[config.mk]
export PLATFORM = sky130hd
export DESIGN_NAME = gpr_front
export DESIGN_NICKNAME = d
export VERILOG_FILES = /design/src/design/gpr_pkg.sv /design/src/design/gpr_front.sv
export SDC_FILE = /design/constraint.sdc
export NUM_CORES = 1
export LEC_CHECK = 0
export BUFFER_PORTS_ARGS = -buffer_cell sky130_fd_sc_hd__buf_2
export CORE_AREA = 5 5 136 138
export CTS_BUF_LIST = sky130_fd_sc_hd__clkbuf_8
export CTS_CLUSTER_SIZE = 30
export DETAILED_ROUTE_END_ITERATION = 12
export DIE_AREA = 0 0 141 143
export PLACE_DENSITY = 0.57
export SLEW_MARGIN = 10
export SYNTH_ARGS = -nofsm -noshare
export SYNTH_HDL_FRONTEND = slang
export SYNTH_SLANG_ARGS = --single-unit
[constraint.sdc]
create_clock -name i_clk -period 19.5 [get_ports i_clk]
set_input_delay 3.9 -clock i_clk [delete_from_list [all_inputs] [get_ports i_clk]]
set_output_delay 3.9 -clock i_clk [all_outputs]
set_load 0.005 [all_outputs]
[src/design/gpr_pkg.sv]
`timescale 1ns / 1ps

package gpr_pkg;

    localparam int PIX_W      = 8;
    localparam int HSUM_W     = 10;
    localparam int VSUM_W     = 12;
    localparam int DIM_W      = 13;
    localparam int CFG_IDX_W  = 2;
    localparam int MAX_HEIGHT = 4096;

    localparam logic [DIM_W-1:0] WIDTH_RST  = DIM_W'(640);
    localparam logic [DIM_W-1:0] HEIGHT_RST = DIM_W'(480);
    localparam logic             ROUND_RST  = 1'b1;

    typedef enum logic [CFG_IDX_W-1:0] {
        CFG_IMAGE_WIDTH  = 2'd0,
        CFG_IMAGE_HEIGHT = 2'd1,
        CFG_ROUND_ENABLE = 2'd2
    } t_cfg_idx;

    typedef struct packed {
        logic [HSUM_W-1:0] hsum;
        logic              y_odd;
        logic              first_row;
        logic              has_result;
        logic              row_end;
        logic              frame_end;
    } t_hitem;

endpackage

[src/design/gpr_front.sv]
`timescale 1ns / 1ps

module gpr_front #(
    parameter int MAX_WIDTH = 4096,
    parameter int AW        = 11
) (
    input  logic                       i_clk,
    input  logic                       i_rst_n,
    input  logic                       i_in_valid,
    output logic                       o_in_ready,
    input  logic [gpr_pkg::PIX_W-1:0]  i_pixel_in,
    input  logic [gpr_pkg::DIM_W-1:0]  i_image_width,
    input  logic [gpr_pkg::DIM_W-1:0]  i_image_height,
    output logic                       o_s1_valid,
    output gpr_pkg::t_hitem            o_s1,
    output logic [AW-1:0]              o_s1_idx,
    input  logic                       i_s1_take
);
    import gpr_pkg::*;

    localparam int CW = $clog2(MAX_WIDTH + 1);
    localparam int EW = (CW > DIM_W) ? CW : DIM_W;

    logic [CW-1:0]     r_col, n_col;
    logic [DIM_W-1:0]  r_row, n_row;
    logic [PIX_W-1:0]  r_d1, r_d2;
    logic              r_s1_valid;
    t_hitem            r_s1;
    logic [AW-1:0]     r_s1_idx;

    logic [EW-1:0]     width_ext;
    logic [CW-1:0]     w_eff;
    logic [DIM_W-1:0]  h_eff;
    logic              col_wrap;
    logic [CW-1:0]     x;
    logic [DIM_W-1:0]  y0, y;
    logic              last_col, last_row;
    logic              have;
    logic [HSUM_W-1:0] left, hsum;
    t_hitem            item;
    logic              in_fire;

    assign width_ext = EW'(i_image_width);

    always_comb begin
        if (i_image_width == '0) begin
            w_eff = CW'(1);
        end else if (width_ext > EW'(MAX_WIDTH)) begin
            w_eff = CW'(MAX_WIDTH);
        end else begin
            w_eff = CW'(width_ext);
        end
        if (i_image_height == '0) begin
            h_eff = DIM_W'(1);
        end else if (i_image_height > DIM_W'(MAX_HEIGHT)) begin
            h_eff = DIM_W'(MAX_HEIGHT);
        end else begin
            h_eff = i_image_height;
        end
    end

    always_comb begin
        col_wrap = (r_col >= w_eff);
        x        = col_wrap ? '0 : r_col;
        y0       = col_wrap ? r_row + DIM_W'(1) : r_row;
        y        = (y0 >= h_eff) ? '0 : y0;
        last_col = (x == w_eff - CW'(1));
        last_row = (y == h_eff - DIM_W'(1));

        n_col = last_col ? '0 : x + CW'(1);
        if (last_col) begin
            n_row = last_row ? '0 : y + DIM_W'(1);
        end else begin
            n_row = y;
        end

        have = x[0] | last_col;
        if (x[0]) begin
            left = (x == CW'(1)) ? HSUM_W'(r_d1) : HSUM_W'(r_d2);
            hsum = left + (HSUM_W'(r_d1) << 1) + HSUM_W'(i_pixel_in);
        end else begin
            left = (x == '0) ? HSUM_W'(i_pixel_in) : HSUM_W'(r_d1);
            hsum = left + (HSUM_W'(i_pixel_in) << 1) + HSUM_W'(i_pixel_in);
        end

        item.hsum       = hsum;
        item.y_odd      = y[0];
        item.first_row  = (y[DIM_W-1:1] == '0);
        item.has_result = y[0] | last_row;
        item.row_end    = last_col;
        item.frame_end  = last_col & last_row;
    end

    assign o_in_ready = !r_s1_valid || i_s1_take;
    assign in_fire    = i_in_valid && o_in_ready;

    always_ff @(posedge i_clk) begin
        if (!i_rst_n) begin
            r_col      <= '0;
            r_row      <= '0;
            r_d1       <= '0;
            r_d2       <= '0;
            r_s1_valid <= 1'b0;
        end else begin
            if (in_fire) begin
                r_col      <= n_col;
                r_row      <= n_row;
                r_d2       <= r_d1;
                r_d1       <= i_pixel_in;
                r_s1_valid <= have;
            end else if (i_s1_take) begin
                r_s1_valid <= 1'b0;
            end
        end
    end

    always_ff @(posedge i_clk) begin
        if (in_fire) begin
            r_s1     <= item;
            r_s1_idx <= AW'(x >> 1);
        end
    end

    assign o_s1_valid = r_s1_valid;
    assign o_s1       = r_s1;
    assign o_s1_idx   = r_s1_idx;

    a_frame_wrap: assert property (@(posedge i_clk) disable iff (!i_rst_n)
        (in_fire && item.frame_end) |=> (r_col == '0 && r_row == '0))
        else $error("counters did not wrap after the last pixel of a frame");

    a_s1_hold: assert property (@(posedge i_clk) disable iff (!i_rst_n)
        (r_s1_valid && !i_s1_take) |=> (r_s1_valid && $stable(r_s1) && $stable(r_s1_idx)))
        else $error("stage one item changed while stalled");

endmodule

==> reports/results.tsv <==
metric	value	unit
ir_drop	0.0000277	V
syn_area	6730	sq um
syn_inst	827	
grt_max_degree	46	
die_y	143	um
cts.sinks	69	
place_inst	1081	
grt_usage	18.1	%
netlist.area_leader.share	12.8	%
cts_setup_buffers	0	
grtUsageMet3	2.55	%
htree_num_levels	3	
max_freq	0.0968	GHz
power_density	52.8	nW/um^2
clock-root-buffer	clkbuf_8	
rr_startpoint	r_col[2]$_SDFFE_PN0P_	
pin_count	66	
path_clk_slew	0.08	ns
diodes	0	
cts-buffers-inserted	9	
via_per_inst	5.61	
use_met1	24.5	%
hold_violations	0	
slew_headroom	43.4	%
cp.arrival	10.43	ns
use_met2	30.0	%
slew_viol_final	0	
holdCritStartpoint	r_d2[3]$_SDFFE_PN0P_	
async_flop_share	0	%
via_count	6149	
gp_congestion	0.916	
synth_cell_types	72	
wl	18.3	mm
hold_slack	0.465	ns
initial_core_util	39.4	%
portBuffers	65	
cp.required	19.59	ns
netlist_top_cells_area	dfxtp_1 (13%), edfxtp_1 (12%), ha_1 (9.5%), nand2_1 (6.8%), fa_1 (4.8%)	
synthTopCellsByCount	nand2_1 (122), ha_1 (51), o21ai_0 (50), nor2_1 (47), a21oi_1 (46)	
min_period_over_period	53.0	%
synth_most_common_cell	nand2_1	
status	finished, final reports clean	
drive_above_1_share	13.5	%
drc	0	
die_w	141	um
power_leakage	2.94	nW
cp_max_fo	38	
area_growth	9.56	%
synth_ff_type	dfxtp_1	
clock_latency	0.38	ns
yosysSeqAreaShare	24.4	%
grt_first_pass_wirelength	29.7	mm
grt_pass1_vias	5669	
row_count	48	
first_iter_violations	398	
layoutNonFillerInstCount	1097	
tns	0	ns
core	17100	sq um
dieArea	20200	sq um
ant_nets	0	
worst_clock_skew	0.0212	ns
cts_tree	built	
setup_violations	0	
syn_area_per_cell	8.14	sq um
grt_overflow	0	
grt-busiest-layer	met2	
cts_resized	0	
hpwlAfterDp	13.8	mm
nNetsFinal	972	
cp-startpoint	i_image_width[3]	
clockBufferDepth	2	
holdBufCountCts	0	
worst_pin_slew	0.848	ns
rsz0062_at_grt	no	
firstDrtPassIters	5	
syn-num-nets	932	
synth-edff-count	26	
synth-seq-cells	69	
antenna_found_initial	0	
hold_class	reg2reg	
yosys_warnings	0	
wire_per_inst	16.7	um
crit_path_end_kind	flop	
synth.largest_area_cell	dfxtp_1	
min_period	10.34	ns
max_cap_violations	0	
cp-start-kind	input pin	
path_class	in2reg	
## per-stage QoR
step | setup slack (ns) | cell area [sq um] | power, mW | util (%)
6_report | 9.16 | 7370 | 0.389 | 43.2
5_1_grt | 8.66 | 7370 | 0.415 | 43.2
4_1_cts | 9.22 | 7370 | 0.394 | 43.2
3_5_place_dp | 8.86 | 7210 | 0.289 | 42.3
3_3_place_gp | 8.99 | 7210 | 0.288 | 42.3
2_1_floorplan | 8.90 | 6730 | 0.253 | -
## worst max-delay path, stage by stage
cell and delay [ns]:
buf_2 0.13, nor4_1 0.72, a41oi_1 0.29, nor2_1 0.28, ha_1 0.27, nand2b_1 0.14
a31oi_1 0.19, o21ai_0 0.20, o21ai_2 0.17, buf_4 0.35, nand2_1 0.49, inv_1 0.23
ha_1 0.16, and2_1 0.37, mux2_2 0.39, fa_1 0.43, ha_1 0.24, fa_1 0.40
a21o_1 0.20, a21oi_1 0.21, o21bai_1 0.09, a21oi_1 0.22, nor2b_1 0.07, o21ai_0 0.16
a22oi_1 0.09
## final timing paths
path                                             end  slack [ns]  cells after the start
worst min register to register  r_d2[3]$_SDFFE_PN0P_        0.47                      2
worst max register to register    o_s1[14]$_DFFE_PP_       13.46                     21
worst min-delay path            r_d2[3]$_SDFFE_PN0P_        0.47                      2
worst max-delay path              o_s1[14]$_DFFE_PP_        9.16                     25
## registers in the layout (all words and copies together) (netlist names)
| signal | cells |
|---|---|
| r_row | 13 |
| r_d1 | 8 |
| o_s1 | 15 |
| r_d2 | 8 |
| o_s1_idx | 11 |
| o_s1_valid | 1 |
| r_col | 13 |
## final cells by class
type                    instances  area [sq um]
fillers                      1757          9690
multi-input cells             684          4800
flip-flops and latches         69          1640
repair buffers                 70           363
well taps                     225           282
inverters                      33           129
clock buffers                   9           124
clock inverters                 7          35.0
## power breakdown
group	internal (mW)	switching (mW)	total, mW
registers	0.161	0.00493	0.166
clock network	0.0443	0.0596	0.104
logic	0.0525	0.0665	0.119
total	0.258	0.131	0.389
## cell families after synthesis
family / count (synthesis) / share of synthesized area (%)
adders and majority gates: 67 / 14.2
buffers and inverters: 74 / 4.35
and+or+nand+nor: 334 / 25.8
DFF: 69 / 24.4
muxes: 28 / 4.58
AOI/OAI and AO/OA: 205 / 19.7
xor gates and xnor gates: 50 / 6.92
## placed cells by master (no fill, tap or decap), types with 16 or more instances in the layout
cell type	netlist	layout
nand3_1	28	28
nand2_1	122	122
o21ai_0	50	48
nor3_1	22	22
mux2_2	22	22
ha_1	51	51
a21boi_0	22	22
xnor2_1	32	32
a21oi_1	46	46
buf_2	2	65
inv_1	30	30
nor2_1	47	47
fa_1	16	16
edfxtp_1	26	26
xor2_1	16	16
dfxtp_1	43	43
and2_1	18	18
## metal layers
metal / share of wire (%) / routed length [um]
met1: 47 / 8600
met2: 47 / 8520
met3: 4.5 / 830
met4: 1.8 / 336
met5: 0 / 0
Note: power is estimated with default switching activity, not from simulation.
