`config.mk`:
```
export PLATFORM = sky130hd
export DESIGN_NAME = gpr_vert
export DESIGN_NICKNAME = d
export VERILOG_FILES = /design/src/design/gpr_pkg.sv /design/src/design/gpr_vert.sv
export SDC_FILE = /design/constraint.sdc
export NUM_CORES = 1
export LEC_CHECK = 0
export ABC_AREA = 1
export BUFFER_PORTS_ARGS = -buffer_cell sky130_fd_sc_hd__buf_2
export CAP_MARGIN = 15
export CORE_UTILIZATION = 52
export CTS_CLUSTER_DIAMETER = 80
export CTS_CLUSTER_SIZE = 20
export DETAILED_ROUTE_END_ITERATION = 6
export HOLD_SLACK_MARGIN = 0.15
export PLACE_DENSITY = 0.84
export SLEW_MARGIN = 20
export SYNTH_ARGS = -nofsm -noshare
export SYNTH_HDL_FRONTEND = slang
export SYNTH_SLANG_ARGS = --single-unit
export TNS_END_PERCENT = 5
```
`constraint.sdc`:
```
create_clock -name i_clk -period 4.78 [get_ports i_clk]
set_clock_uncertainty 0.2 [all_clocks]
set_input_delay 0.956 -clock i_clk [delete_from_list [all_inputs] [get_ports i_clk]]
set_output_delay 0.956 -clock i_clk [all_outputs]
set_load 0.01 [all_outputs]
```
`src/design/gpr_pkg.sv`:
```
`timescale 1ns / 1ps

package gpr_pkg;

    localparam int PIX_W      = 8;
    localparam int HSUM_W     = 10;
    localparam int VSUM_W     = 12;
    localparam int DIM_W      = 13;
    localparam int CFG_IDX_W  = 2;
    localparam int MAX_HEIGHT = 4096;

    localparam logic [DIM_W-1:0] WIDTH_RST  = DIM_W'(640);
    localparam logic [DIM_W-1:0] HEIGHT_RST = DIM_W'(480);
    localparam logic             ROUND_RST  = 1'b1;

    typedef enum logic [CFG_IDX_W-1:0] {
        CFG_IMAGE_WIDTH  = 2'd0,
        CFG_IMAGE_HEIGHT = 2'd1,
        CFG_ROUND_ENABLE = 2'd2
    } t_cfg_idx;

    typedef struct packed {
        logic [HSUM_W-1:0] hsum;
        logic              y_odd;
        logic              first_row;
        logic              has_result;
        logic              row_end;
        logic              frame_end;
    } t_hitem;

endpackage

```
`src/design/gpr_vert.sv`:
```
`timescale 1ns / 1ps

module gpr_vert (
    input  logic                        i_clk,
    input  logic                        i_rst_n,
    input  logic                        i_s1_valid,
    input  gpr_pkg::t_hitem             i_s1,
    output logic                        o_s1_take,
    input  logic [gpr_pkg::HSUM_W-1:0]  i_upper_q,
    input  logic [gpr_pkg::HSUM_W-1:0]  i_center_q,
    input  logic                        i_round_enable,
    output logic                        o_out_valid,
    input  logic                        i_out_ready,
    output logic [gpr_pkg::PIX_W-1:0]   o_pixel_out,
    output logic                        o_row_end,
    output logic                        o_frame_end
);
    import gpr_pkg::*;

    logic              r_s2_valid;
    t_hitem            r_s2;
    logic              r_out_valid;
    logic [PIX_W-1:0]  r_pixel;
    logic              r_row_end;
    logic              r_frame_end;

    logic              s3_load;
    logic              s2_fire;
    logic [VSUM_W-1:0] mid, top, bot, vsum;

    assign s3_load   = !r_out_valid || i_out_ready;
    assign s2_fire   = r_s2_valid && r_s2.has_result && s3_load;
    assign o_s1_take = !r_s2_valid || !r_s2.has_result || s3_load;

    always_comb begin
        mid  = r_s2.y_odd ? VSUM_W'(i_center_q) : VSUM_W'(r_s2.hsum);
        top  = r_s2.first_row ? mid : VSUM_W'(i_upper_q);
        bot  = r_s2.y_odd ? VSUM_W'(r_s2.hsum) : mid;
        vsum = top + (mid << 1) + bot + (i_round_enable ? VSUM_W'(8) : '0);
    end

    always_ff @(posedge i_clk) begin
        if (!i_rst_n) begin
            r_s2_valid  <= 1'b0;
            r_out_valid <= 1'b0;
        end else begin
            if (o_s1_take) begin
                r_s2_valid <= i_s1_valid;
            end
            if (s3_load) begin
                r_out_valid <= r_s2_valid && r_s2.has_result;
            end
        end
    end

    always_ff @(posedge i_clk) begin
        if (o_s1_take) begin
            r_s2 <= i_s1;
        end
        if (s2_fire) begin
            r_pixel     <= vsum[VSUM_W-1:4];
            r_row_end   <= r_s2.row_end;
            r_frame_end <= r_s2.frame_end;
        end
    end

    assign o_out_valid = r_out_valid;
    assign o_pixel_out = r_pixel;
    assign o_row_end   = r_row_end;
    assign o_frame_end = r_frame_end;

    a_frame_row: assert property (@(posedge i_clk) disable iff (!i_rst_n)
        (r_out_valid && r_frame_end) |-> r_row_end)
        else $error("frame end without row end");

    a_s2_to_out: assert property (@(posedge i_clk) disable iff (!i_rst_n)
        s2_fire |=> r_out_valid)
        else $error("result lost between stage two and output register");

endmodule

```
==> results of run 1 <==
==> layer usage <==
metal	share of wire (%)	global-route usage (%)	vias up
li1	-	-	731
met4	2.1	7.94	0
met1	44	22.8	641
met3	4.7	3.31	6
met2	49	32.4	41
met5	0	0	-
==> cells by family (layout without fill, tap and decap cells) <==
logic type	count (synthesis)	after routing
buf+inv	35	84
xor+xnor	5	5
mux	5	5
compound gates	24	24
simple gates	72	72
fa+ha+maj	26	26
flops	27	27
==> layout make-up <==
type                            instances  area, sq um
Inverter                               29          109
Multi-Input combinational cell        132          933
Fill cell                             268         1210
Tap cell                               46         57.6
Sequential cell                        27          791
Clock inverter                          1         7.51
Clock buffer                            3         22.5
Timing Repair Buffer                   51          255
==> sequential cells by signal, summed over array words and instances, names as in the netlist <==
signal and flops:
o_frame_end 1, o_out_valid 1, o_pixel_out 8, o_row_end 1, r_s2 15, r_s2_valid 1
==> final timing paths <==
path         startpoint             end  slack (ps)  cells past startpoint
min reg2reg     r_s2[0]     o_frame_end         250                      0
max reg2reg     r_s2[4]  o_pixel_out[6]         850                     17
max             r_s2[4]  o_pixel_out[6]         850                     17
min             r_s2[0]     o_frame_end         250                      0
==> power by group <==
group,leakage (nW),internal [mW],switching (mW)
Sequential,0.267,0.292,0.00759
Combinational,0.827,0.136,0.193
Clock,0.0139,0.0320,0.0675
==> metrics by stage <==
step / std cells / setup WS [ps]
final: 289 / 847
after global routing: 289 / 602
after CTS: 289 / 867
after detailed placement: 285 / 683
after global placement: 285 / 776
after floorplan: 194 / 964
==> worst max-delay path: stages (launching register included) <==
cell and delay (ps):
edfxtp_1 640, inv_1 240, o21ai_0 320, o21ai_0 170, fa_1 520, inv_1 50
fa_1 520, inv_1 40, ha_1 290, nand2_1 70, nor2_1 130, nand3_2 110
nand2_2 90, nand2_2 50, nand2_2 70, nand2_1 70, nand3_1 70, nand2_1 50
==> synthesized netlist by cell type <==
cell / n / area share, %
inv_1: 28 / 5.6
fa_1: 10 / 11
buf_6: 1 / 0.60
nand4_1: 1 / 0.34
or2_2: 1 / 0.34
a21o_1: 1 / 0.40
xnor2_1: 1 / 0.47
buf_2: 1 / 0.27
nor3_1: 2 / 0.54
xor2_1: 4 / 1.9
inv_2: 1 / 0.20
dfxtp_1: 2 / 2.1
nand3_2: 1 / 0.54
nand2_2: 3 / 1.0
o21bai_1: 1 / 0.40
a21boi_0: 3 / 1.2
a31oi_1: 2 / 0.67
clkbuf_1: 4 / 0.81
edfxtp_1: 25 / 40
ha_1: 16 / 11
mux2i_1: 5 / 2.7
nand2_1: 43 / 8.7
or2_1: 1 / 0.34
nand3_1: 8 / 2.1
a21oi_1: 7 / 1.9
o21ai_0: 10 / 2.7
nor2_1: 12 / 2.4
==> run metrics, run 1 <==
DR vias/cell=4.91; total global-route track usage=a little under a fifth; Max IR drop VDD=191 uV; pwr dens=roughly 330 nW/um^2; Starting Density=between 50% and 60%; CTS resizes=0; maximum fanout along the worst path=12; setup TNS=0 ps; via count=1419; Final #Nets=310; largest net degree at the start of global routing=18; Total Wirelength=about 3200 um; RSZ-0062 raised after global routing=false; cts bufs inserted=3; Mapped Nets=260; gpl congestion=about 0.89; post-synthesis mux area share=under 10%; largest family of logic cells by synthesized area=adder cells; Skew-Pair Late Insertion Delay=approximately 320 ps; share of cells above drive strength 1=25.1%; Post-Synth Simple-Gate Area=16.3%; Mapped Cells=just under 200; # clock sinks=27; vias in the first global route=1281; gr ovfl total=0; DPL Wire Length=~2700 um; P_leak=between 1 and 1.5 nW; syn_area_per_cell=between 9 and 10 sq um; Post-CTS Repair Setup Buffers=0; status=completed; Port Buffers=51; register area share after synthesis=between 40 and 50%; initial antenna violation count=0; Cell Area, Placed=between 2000 and 2500 sq um; final hold slack=roughly 250 ps; min Tclk post-route=approximately 3900 ps; Synth Cell Area=roughly 1900 sq um; # rows=21; Final Hold Fails=0; Hold Buf Count CTS=0; XOR/XNOR share of the synthesized area=under 10%; Synth Area in Adders=~21%; normalized max-slew margin=41.7%; clock tree buffer depth=2; Power Total=just over 700 uW; Req. time, crit path=4680 ps; Residual DRC=0; drt wl/cell=roughly 11 um; Final Max Tran Viols=0; crit end category=register; IO Count=52; Hold Crit Class=register to register; antenna cells=0; H-tree levels=1; crit path launch type=register; most frequent cells in the layout=51 x buf_2, 43 x nand2_1, 28 x inv_1; root cell of the clock tree=clkbuf_4; DIE HEIGHT=around 62 um; Arrival @ worst endpoint=approximately 3800 ps; Synth warnings=0; CORE AREA=about 3400 sq um; critical path class=register to register; fmax=~250 MHz; Max-cap violations=0; Worst-path clk slew=roughly 140 ps; most common cell after layout, fill and taps aside=buf_2; CTS tree=yes; post-route cell area=around 2200 sq um; Final ANT Viol Nets=0; period utilisation layout=around 82%; Compound-Gate Fraction of Synth Area=~7.2%; global-route wire length before repair=~5000 um; final setup violation count=0; initial DRC count=40; Seq cells post-synth=27; area grow syn2layout=16.7%; die width=just over 60 um; Pre-antenna DRT Iters=4; die area=about 3800 sq um; Worst-Margin Slew=slightly below 900 ps; synth unique cells=27; final core utilization=64.2%
Note: power is estimated with default switching activity, not from simulation.
==> inputs of run 2 (changes only) <==
--- a/config.mk
+++ b/config.mk
@@ -8,12 +8,12 @@
 export ABC_AREA = 1
 export BUFFER_PORTS_ARGS = -buffer_cell sky130_fd_sc_hd__buf_2
 export CAP_MARGIN = 15
-export CORE_UTILIZATION = 52
+export CORE_UTILIZATION = 47
 export CTS_CLUSTER_DIAMETER = 80
 export CTS_CLUSTER_SIZE = 20
 export DETAILED_ROUTE_END_ITERATION = 6
 export HOLD_SLACK_MARGIN = 0.15
-export PLACE_DENSITY = 0.84
+export PLACE_DENSITY = 0.8
 export SLEW_MARGIN = 20
 export SYNTH_ARGS = -nofsm -noshare
 export SYNTH_HDL_FRONTEND = slang
==> constraint.sdc (replaced) <==
create_clock -name i_clk -period 3.6 [get_ports i_clk]
set_clock_uncertainty 0.2 [all_clocks]
set_input_delay 0.72 -clock i_clk [delete_from_list [all_inputs] [get_ports i_clk]]
set_output_delay 0.72 -clock i_clk [all_outputs]
set_load 0.01 [all_outputs]
==> run 2 against run 1 <==
  * Clock-buffer cell count is 1 higher
  * Critical path depth stayed put
  * Clock power is 70% higher
  * Routed wire length is 1.6% lower
  * Utilization is 3.0 points lower
  * Worst setup slack worse by 630 ps
  * Die area is 10% higher
  * Final cell count is 5.2% higher
  * Combinational power is 40% higher
  * Sequential share of layout area is 1.8 points lower
  * Non-clock buffer count is 13 higher
  * Largest power group unchanged
==> run metrics, run 2 (synthesis results as in run 1) <==
met3 GRT Util=3.35% (was 3.31%); Starting Density=49.8% (was 55.0%); Post-CTS Repair Setup Buffers=0 (unchanged); Hold Buf Count CTS=0 (unchanged); Top reg by flops=r_s2 (unchanged); status=completed (unchanged); area grow syn2layout=22.9% (was 16.7%); share of cells above drive strength 1=28.5% (was 25.1%); Power Total=1.03 mW (was 728 uW); global-route wire length before repair=5360 um (was 5130 um); vias in the first global route=1346 (was 1281); most frequent cells in the layout=51 x buf_2, 43 x nand2_1, 28 x inv_1 (unchanged); Residual DRC=0 (unchanged); Reg2Reg Setup Slack=230 ps (was 850 ps); clock tree buffer depth=2 (unchanged); normalized max-slew margin=39.3% (was 41.7%); Arrival @ worst endpoint=3220 ps (was 3840 ps); GR Layer Usage met2=30.6% (was 32.4%); setup TNS=0 ps (unchanged); min Tclk post-route=about 3400 ps; FF-to-FF path depth=18 (was 17); Cell Area, Placed=2250 sq um (was 2150 sq um); most common cell after layout, fill and taps aside=buf_2 (unchanged); Max-cap violations=0 (unchanged); RSZ-0062 raised after global routing=false (unchanged); final setup violation count=0 (unchanged); Hold Crit Class=register to register (unchanged); initial DRC count=39 (was 40); Final ANT Viol Nets=0 (unchanged); IO Count=52 (unchanged); period utilisation layout=93.9%; antenna cells=0 (unchanged); Worst-Margin Slew=908 ps (was 872 ps); Max IR drop VDD=276 uV (was 191 uV); Total Wirelength=3170 um (was 3220 um); met1 GRT Util=19.5% (was 22.8%); Setup WS pre-CTS=-136 ps (was 683 ps); Final Hold Fails=0 (unchanged); grt peak-use layer=met2 (unchanged); CTS resizes=0 (unchanged); DPL Wire Length=2660 um (was 2730 um); crit end category=register (unchanged); maximum fanout along the worst path=3 (was 12); post-route cell area=2290 sq um (was 2180 sq um); die area=4220 sq um (was 3830 sq um); Pre-antenna DRT Iters=4 (unchanged); Final Max Tran Viols=0 (unchanged); DR vias/cell=4.75 (was 4.91); root cell of the clock tree=clkbuf_8 (was clkbuf_4); H-tree levels=1 (unchanged); Port Buffers=51 (unchanged); total global-route track usage=17.0% (was 18.6%); Final Worst Setup Slack=221 ps (was 847 ps); Req. time, crit path=3440 ps (was 4680 ps); crit path launch type=input pin (was register); Skew-Pair Late Insertion Delay=270 ps (was 320 ps); pwr dens=448 nW/um^2 (was 335 nW/um^2); Final #Nets=323 (was 310); drt wl/cell=10.4 um (was 11.2 um); initial antenna violation count=0 (unchanged); fmax=approximately 300 MHz; DIE HEIGHT=65.0 um (was 61.9 um); number of flip-flops in the largest register=15 (unchanged); largest net degree at the start of global routing=17 (was 18); hold path depth=0 (unchanged); P_leak=1.18 nW (was 1.11 nW); gpl congestion=0.867 (was 0.885); gr ovfl total=0 (unchanged); via count=1445 (was 1419); cts bufs inserted=3 (unchanged); Worst-path clk slew=90 ps (was 140 ps); # clock sinks=27 (unchanged); critical path class=input pin to register (was register to register); # rows=22 (was 21); die width=65.0 um (was 61.9 um); CORE AREA=3740 sq um (was 3390 sq um); CTS tree=yes (unchanged)
-- run 2: area by class of cell --
class / count / area (sq um)
tap: 48 / 60.1
inverter: 29 / 109
fill: 321 / 1450
clock buffer: 4 / 45.0
multi-input combinational: 132 / 933
timing repair buffer: 64 / 353
sequential: 27 / 791
-- run 2: routing by layer --
metal  share of wire (%)  vias up
li1                    -      759
met1                  44      635
met2                  49       46
met3                 6.0        5
met4                 1.5        0
met5                   0        -
-- run 2: worst paths after layout --
path / from / end
setup / recovery: i_center_q[3] / o_pixel_out[4]
hold / removal: r_s2[1] / o_row_end
setup reg to reg: r_s2[4] / o_pixel_out[4]
hold reg to reg: r_s2[1] / o_row_end
-- run 2: critical path, cell delays in order --
cell,delay (ps)
buf_2,90
o21ai_1,150
o21ai_0,140
fa_1,520
inv_1,50
fa_1,520
inv_1,40
ha_1,290
nand2_1,60
nor2_1,120
nand3_2,110
nand2_2,80
nand2_2,50
nand2_2,70
nand2_1,70
nand3_1,60
nand2_1,50
-- run 2: per-stage QoR --
stage / utilization, % / instances / hold WS (ps)
after floorplan: - / 194 / 200
after global placement: 60.0 / 300 / 204
after detailed placement: 60.0 / 300 / 208
after CTS: 61.2 / 304 / 230
after global routing: 61.2 / 304 / 247
final: 61.2 / 304 / 227
-- run 2: report_power, final --
group,leakage [nW],switching [mW],internal [mW],total [mW]
Sequential,0.267,0.00693,0.388,0.395
Combinational,0.888,0.253,0.209,0.462
Clock,0.0228,0.0894,0.0793,0.169
Total,1.18,0.349,0.676,1.03
